$ cat config.mk
export PLATFORM = sky130hd
export DESIGN_NAME = swdm_cell
export DESIGN_NICKNAME = d
export VERILOG_FILES = /design/src/sv/swdm_pkg.sv /design/src/sv/swdm_cell.sv
export SDC_FILE = /design/constraint.sdc
export NUM_CORES = 1
export LEC_CHECK = 0
export ABC_AREA = 0
export ABC_CLOCK_PERIOD_IN_PS = 2410
export BUFFER_PORTS_ARGS = -buffer_cell sky130_fd_sc_hd__clkbuf_2
export CORE_ASPECT_RATIO = 0.8
export CORE_MARGIN = 1
export CORE_UTILIZATION = 40
export CTS_CLUSTER_DIAMETER = 120
export CTS_CLUSTER_SIZE = 24
export DETAILED_ROUTE_END_ITERATION = 8
export GPL_TIMING_DRIVEN = 0
export HOLD_SLACK_MARGIN = 0.03
export PLACE_DENSITY = 0.78
export SYNTH_ARGS = -nofsm -noshare
export SYNTH_HDL_FRONTEND = slang
export SYNTH_SLANG_ARGS = --single-unit
$ cat constraint.sdc
create_clock -name i_clk -period 2.41 [get_ports i_clk]
set_clock_uncertainty 0.2 [all_clocks]
set_input_delay 0.482 -clock i_clk [delete_from_list [all_inputs] [get_ports i_clk]]
set_output_delay 0.482 -clock i_clk [all_outputs]
set_load 0.01 [all_outputs]
$ cat src/sv/swdm_pkg.sv
`timescale 1ns / 1ps

package swdm_pkg;

    localparam int DEFAULT_DEPTH = 128;
    localparam int WORD_W        = 32;
    localparam int COUNT_OUT_W   = 8;

    typedef logic signed [WORD_W-1:0] t_word;

    typedef enum logic [1:0] {
        CMD_PUSH   = 2'd0,
        CMD_POP    = 2'd1,
        CMD_DELMID = 2'd2
    } t_cmd;

    // per-cycle shift controls broadcast to every cell
    typedef struct packed {
        logic push;  // every cell takes its upper neighbor
        logic pop;   // every cell takes its lower neighbor
        logic del;   // cells at or below the split point take their lower neighbor
    } t_cell_ctl;

endpackage

$ cat src/sv/swdm_cell.sv
`timescale 1ns / 1ps

module swdm_cell #(
    parameter int DEPTH = 128,
    parameter int IDX   = 0
) (
    input  logic                     i_clk,
    input  swdm_pkg::t_cell_ctl      i_ctl,
    input  logic [$clog2(DEPTH)-1:0] i_del_from,
    input  swdm_pkg::t_word          i_up,
    input  swdm_pkg::t_word          i_dn,
    output swdm_pkg::t_word          o_q
);
    import swdm_pkg::*;

    localparam int IW = $clog2(DEPTH);
    localparam logic [IW-1:0] MY_IDX = IW'(IDX);

    t_word r_q;
    t_word n_q;

    always_comb begin
        n_q = r_q;
        if (i_ctl.push) begin
            n_q = i_up;
        end else if (i_ctl.pop) begin
            n_q = i_dn;
        end else if (i_ctl.del && (MY_IDX >= i_del_from)) begin
            n_q = i_dn;
        end
    end

    always_ff @(posedge i_clk) begin
        r_q <= n_q;
    end

    assign o_q = r_q;

endmodule

Word level (Yosys, flattened, before mapping). Index checks and enable logic that the tools add are counted.

Register bits after elaboration: 32. Input port bits: 75. Output and inout bits: 32.

Order comparisons: 1. Multiplexer cells: 3. Reduce and logical (&&, ||, !) cells: 2.

Operator list (number): 32-bit 2-to-1 mux (3); 1-bit by 7-bit >= comparator with 1-bit output (first input constant) (1); 3-bit nonzero test (1); 1-bit logical AND (1).

Longest topological paths before layout. Gate-level depths: netlist (run 1).

Depth after elaboration: 5. Gate-level depth with buffers: 3. Gate-level depth less buffers: 2.

Worst setup path before layout (run 1). Ideal clock, no wire load.

Kind: input port to flip-flop. From: input port i_del_from[5]. To: register r_q[0], in the netlist o_q[0], enable pin. Library setup time: 0.388 ns. Arrival: 1.530 ns. Data required time: 1.822 ns. Setup slack: 0.292 ns. Stages: 2. Buffers on the path: 0. Cell sequence: nor4b_1 a211o_1.

Cells in the longest elaborated chain, start to end: 3.

RTL lines: from (decl) (line swdm_cell.sv:9) `input logic [$clog2(DEPTH)-1:0] i_del_from,`; 1-bit by 7-bit >= comparator with 1-bit output (line swdm_cell.sv:28) `end else if (i_ctl.del && (MY_IDX >= i_del_from)) begin`; 1-bit logical AND (line swdm_cell.sv:28); 3-bit nonzero test (no line); to (signal assigned) (line swdm_cell.sv:34) `r_q <= n_q;`; to (decl) (line swdm_cell.sv:19) `t_word r_q;`.

No other way between the ends. A chain may end at the register's enable or synchronous reset.

Worst setup path in the final report (run 1). Same ends and word-level chain as after synthesis.

==> results of run 1 <==
kinds of logic (layout without fill, tap and decap cells):
group                  Yosys count  in the layout
multiplexers                    32             32
AND/OR/NAND/NOR                  2              2
buffers and inverters            4            117
AO/OA/AOI/OAI                    1              1
flip-flops                      32             32
critical path: stages:
cell and delay [ns]:
clkbuf_2 0.08, nor4b_1 0.28, a211o_1 1.00
cell usage after synthesis (all sizes together):
master,number
buf,4
mux2,32
nor4b,1
a211o,1
edfxtp,32
nor4,1
power groups by stage:
stage | Clock (mW) | Sequential [mW] | Combinational (mW)
finish | 0.375 | 0.703 | 0.256
detailed placement | 0 | 0.716 | 0.260
global placement | 0 | 0.711 | 0.254
CTS | 0.386 | 0.705 | 0.260
floorplan | 0 | 0.747 | 0.0997
global route | 0.415 | 0.709 | 0.276
metrics by stage:
step / instances / setup slack [ns] / hold slack (ns) / instance area (sq um) / utilization [%]
after floorplan: 71 / 0.2917 / 0.4995 / 1525 / -
after global placement: 218 / -0.04059 / 0.5834 / 2103 / 59.38
after detailed placement: 218 / -0.08167 / 0.5863 / 2103 / 59.38
after CTS: 226 / 0.2079 / 0.2976 / 2183 / 61.64
after global routing: 226 / 0.04601 / 0.2871 / 2183 / 61.64
final: 226 / 0.2378 / 0.3049 / 2183 / 61.64
metal layers:
| layer | track usage (%) | wire (microns) | share of wire, % |
|---|---|---|---|
| met5 | 0 | 0 | 0 |
| met4 | 7.714 | 37 | 1.3 |
| met3 | 5.300 | 311 | 11 |
| met2 | 27.88 | 1540 | 52 |
| met1 | 14.68 | 1067 | 36 |
worst min-delay path by stage:
stage	endpoint	from	slack [ns]
final	o_q[10]	i_dn[10]	0.30
after global routing	o_q[25]	i_dn[25]	0.29
after CTS	o_q[10]	i_dn[10]	0.30
after detailed placement	o_q[10]	i_dn[10]	0.59
after global placement	o_q[20]	i_up[20]	0.58
after floorplan	o_q[0]	i_up[0]	0.50
cell type report:
class	instances	area share (%)
Multi-Input combinational cell	35	22.58
Tap cell	42	2.407
Buffer	4	3.266
Sequential cell	32	44.01
Clock buffer	7	3.496
Clock inverter	1	0.1719
Timing Repair Buffer	105	24.07
==> flow_metrics.py, run 1 <==
metrics = {
    "worst_setup_path": {
        "required_ns": 2.10,
        "startpoint": "i_del_from[5]",
        "end_kind": "flop",
        "startpoint_type": "primary input",
        "cp-endpoint": "o_q[0]",
        "cp.arrival_ns": 1.86,
        "critPathKind": "in2reg",
        "path_max_fanout": 32,
    },
    "logic_synthesis": {
        "synth_mux_area_share_pct": 30.76,
        "post_synth_main_area_contributors": "edfxtp_1, mux2_4, buf_12, mux2_2, buf_6",
        "avgSynthCellArea_sq_um": 21.48,
        "netlist.area_leader.share_pct": 63.00,
        "synthAdderAreaFrac_pct": 0,
        "synth_compound_area_share_pct": 0.5742,
        "synth_nets": 146,
        "yosys.area_share.simple_pct": 0.9844,
        "ys_ff_latch": 32,
        "ys_seq_area_share_pct": 63.00,
        "ys_types": 8,
        "synth_area_sq_mm": 0.001525,
        "yosysWarnings": 0,
        "synthXorXnorAreaFrac_pct": 0,
        "yosysTopAreaCell": "edfxtp_1",
        "netlist_instances": 71,
        "synth_top_family_by_area": "multiplexers",
    },
    "cells_and_area": {
        "mostFrequentLayoutCells": "clkbuf_2, edfxtp_1, mux2_4",
        "layout.nets": 258,
        "fillers": 273,
        "seq_area_sq_um": 960.9,
        "final_common_cell": "clkbuf_2",
        "largest_reg_flops": 32,
        "antennaDiodeCount": 0,
        "drive_gt1_share_pct": 79.35,
        "area_growth_pct": 43.15,
        "multi_input_area_sq_um": 493.0,
    },
    "cts": {
        "cts_buffers": 5,
        "cts.sinks": 32,
        "cts_tree": "yes",
        "clk_pin_slew_ns": 0.06,
        "cts_hold_buffers": 0,
        "cts-root-buf": "clkbuf_8",
        "htreeDepth": 2,
        "post_cts_buffers": 0,
        "cts_resized": 0,
        "cts_buffer_depth": 2,
    },
    "sta": {
        "rsz0062_at_grt": "no",
        "worst_pin_slew_ns": 1.238,
        "setup_viol": 0,
        "post-route-min-period_ns": 2.172,
        "relSlewSlack_pct": 17.47,
        "fin_crit_sh_pct": 90.13,
        "finalSetupTns_ns": 0,
        "slew_violations": 0,
        "hold_violations": 0,
        "fmax_mhz": 460.4,
    },
    "power": {
        "power.density_mw_per_mm2": 611.5,
        "seqPwrFrac_pct": 52.7,
        "sw_frac_of_total_pct": 22.29,
        "power.total_mw": 1.335,
        "power_switching_mw": 0.2976,
        "ir_drop_mv": 0.3866,
        "leakagePower_nw": 1.091,
        "clock_power_share_pct": 28.1,
        "pwr-share-comb_pct": 19.2,
        "p_int_mw": 1.038,
    },
    "grt": {
        "grt.overflow.total": 0,
        "grt_pass1_vias": 1051,
        "grt_use_total_pct": 14.94,
        "grt_pass1_wl_mm": 4.457,
        "grt_start_max_net_pins": 33,
        "antenna_found_initial": 0,
    },
    "die": {
        "ioPinCount": 107,
        "die_area_sq_mm": 0.004066,
        "core_sq_mm": 0.003542,
        "num_rows": 19,
        "start_util_pct": 43.06,
        "die_x_microns": 71.04,
        "fp.dieH_microns": 57.23,
    },
    "job": {
        "cap_violations": 0,
    },
    "place": {
        "port_buffers": 105,
        "place_congestion": 0.6931,
        "place_hpwl_mm": 2.391,
    },
    "detailed_routing": {
        "post_drt_wl_per_cell_microns": 13.08,
        "wirelength_mm": 2.956,
        "antenna_left": 0,
        "drt-pass1-iter-count": 6,
        "drc_errors": 5,
        "dr.first_iter.drc_count": 68,
        "vias": 1054,
        "avgViaCountPerCell": 4.664,
    },
    "status": {
        "status": "complete, but fails checks",
        "violations": "design-rule violations",
    },
    "hold_path": {
        "hp-class": "in2reg",
        "hold_path_depth": 2,
    },
}
Note: power is estimated with default switching activity, not from simulation.
==> run 2, diff against run 1 <==
- PLACE_DENSITY: 0.78 -> not set
- PLACE_DENSITY_LB_ADDON: not set -> 0.08
==> flow_metrics.py, run 2 (synthesis results as in run 1) <==
metrics = {
    "sta": {
        "worst_pin_slew_ns": 1.234,
        "fin_crit_sh_pct": 90.37,
        "whs_ns": 0.3010,
        "slew_violations": 0,
        "fmax_mhz": 459.1,
        "hold_violations": 0,
        "rsz0062_at_grt": "no",
        "post-route-min-period_ns": 2.178,
        "setup_viol": 0,
        "finalSetupTns_ns": 0,
        "relSlewSlack_pct": 17.74,
    },
    "worst_setup_path": {
        "critPathKind": "in2reg",
        "required_ns": 2.10,
        "cp-endpoint": "o_q[19]",
        "cp.arrival_ns": 1.87,
        "path_max_fanout": 32,
        "startpoint": "i_del_from[5]",
        "end_kind": "flop",
        "startpoint_type": "primary input",
    },
    "die": {
        "fp.dieH_microns": 57.23,
        "num_rows": 19,
        "die_x_microns": 71.04,
        "die_area_sq_mm": 0.004066,
        "core_sq_mm": 0.003542,
        "start_util_pct": 43.06,
        "ioPinCount": 107,
    },
    "detailed_routing": {
        "dr.first_iter.drc_count": 73,
        "drc_errors": 7,
        "vias": 1030,
        "avgViaCountPerCell": 4.578,
        "drt-pass1-iter-count": 8,
        "post_drt_wl_per_cell_microns": 12.64,
        "antenna_left": 0,
        "wirelength_mm": 2.843,
    },
    "cells_and_area": {
        "area_growth_pct": 42.99,
        "multi_input_area_sq_um": 493.0,
        "mostFrequentLayoutCells": "clkbuf_2, edfxtp_1, mux2_4",
        "finalNonFillerCells": 225,
        "fillers": 271,
        "final_common_cell": "clkbuf_2",
        "largest_reg_flops": 32,
        "layout.nets": 258,
        "seq_area_sq_um": 960.9,
        "fin_util_pct": 61.57,
        "antennaDiodeCount": 0,
        "drive_gt1_share_pct": 80.33,
    },
    "cts": {
        "cts.sinks": 32,
        "cts_hold_buffers": 0,
        "cts_buffers": 5,
        "cts_buffer_depth": 2,
        "cts_tree": "yes",
        "cts_resized": 0,
        "clk_pin_slew_ns": 0.06,
        "cts-root-buf": "clkbuf_8",
        "htreeDepth": 2,
        "post_cts_buffers": 0,
    },
    "grt": {
        "grt_start_max_net_pins": 33,
        "met1_usage_pct": 15.49,
        "top_usage_layer": "met2",
        "antenna_found_initial": 0,
        "met3_usage_pct": 9.717,
        "grt.overflow.total": 0,
        "grt_use_total_pct": 15.52,
        "gr-usage-met2_pct": 26.10,
        "grt_pass1_wl_mm": 4.498,
        "grt_pass1_vias": 1016,
    },
    "place": {
        "place_congestion": 0.6580,
        "port_buffers": 105,
        "dp_cells": 218,
        "place_hpwl_mm": 2.185,
    },
    "status": {
        "violations": "design-rule violations",
        "status": "complete, but fails checks",
    },
    "power": {
        "power_switching_mw": 0.3011,
        "p_int_mw": 1.032,
        "ir_drop_mv": 0.3657,
        "sw_frac_of_total_pct": 22.58,
        "leakagePower_nw": 1.093,
        "clock_power_share_pct": 28.2,
        "pwr-share-comb_pct": 19.3,
        "power.density_mw_per_mm2": 611.5,
        "seqPwrFrac_pct": 52.5,
    },
    "job": {
        "cap_violations": 0,
    },
    "hold_path": {
        "hp-class": "in2reg",
    },
}
==> run 2: cell count changes in the layout (fill, tap and decap cells not counted), sizes merged <==
cell	before	now
clkbuf	112	111
==> run 2: metrics by stage <==
| step | worst slack (ns) | area, sq um | power [mW] |
|---|---|---|---|
| floorplan | 0.2917 | 1525 | 0.8465 |
| global placement | -0.04934 | 2103 | 0.9649 |
| detailed placement | -0.1180 | 2103 | 0.9736 |
| CTS | 0.1844 | 2181 | 1.356 |
| global route | 0.01967 | 2181 | 1.403 |
| finish | 0.2320 | 2181 | 1.334 |
==> run 2: layout make-up <==
class | instances | share of cell area [%]
multi-input combinational | 35 | 22.60
timing repair buffer | 105 | 24.10
tap | 42 | 2.410
clock buffer | 6 | 3.328
buffer | 4 | 3.270
clock inverter | 1 | 0.2295
sequential | 32 | 44.06
==> run 2: worst min-delay path by stage <==
stage               slack [ns]  cells past startpoint  startpoint  endpoint
floorplan                 0.50                      1     i_up[0]    o_q[0]
global placement          0.58                      2     i_up[7]    o_q[7]
detailed placement        0.59                      2     i_dn[0]    o_q[0]
CTS                       0.29                      2     i_dn[0]    o_q[0]
global route              0.29                      2    i_up[18]   o_q[18]
finish                    0.30                      2     i_dn[0]    o_q[0]
==> run 2: per-layer routing <==
layer  wire, microns  share of wire [%]
met1            1016                 36
met2            1457                 51
met3             331                 12
met4              38                1.3
met5               0                  0
==> run 2: worst max-delay path, cell delays in order <==
cell and delay (ns):
clkbuf_2 0.08, nor4b_1 0.29, a211o_1 1.00
==> run 2: power groups by stage <==
stage	Combinational, mW	Sequential [mW]	Clock (mW)
2_1_floorplan	0.0997	0.747	0
5_1_grt	0.279	0.705	0.419
6_report	0.258	0.700	0.376
3_3_place_gp	0.256	0.709	0
3_5_place_dp	0.261	0.713	0
4_1_cts	0.262	0.701	0.393
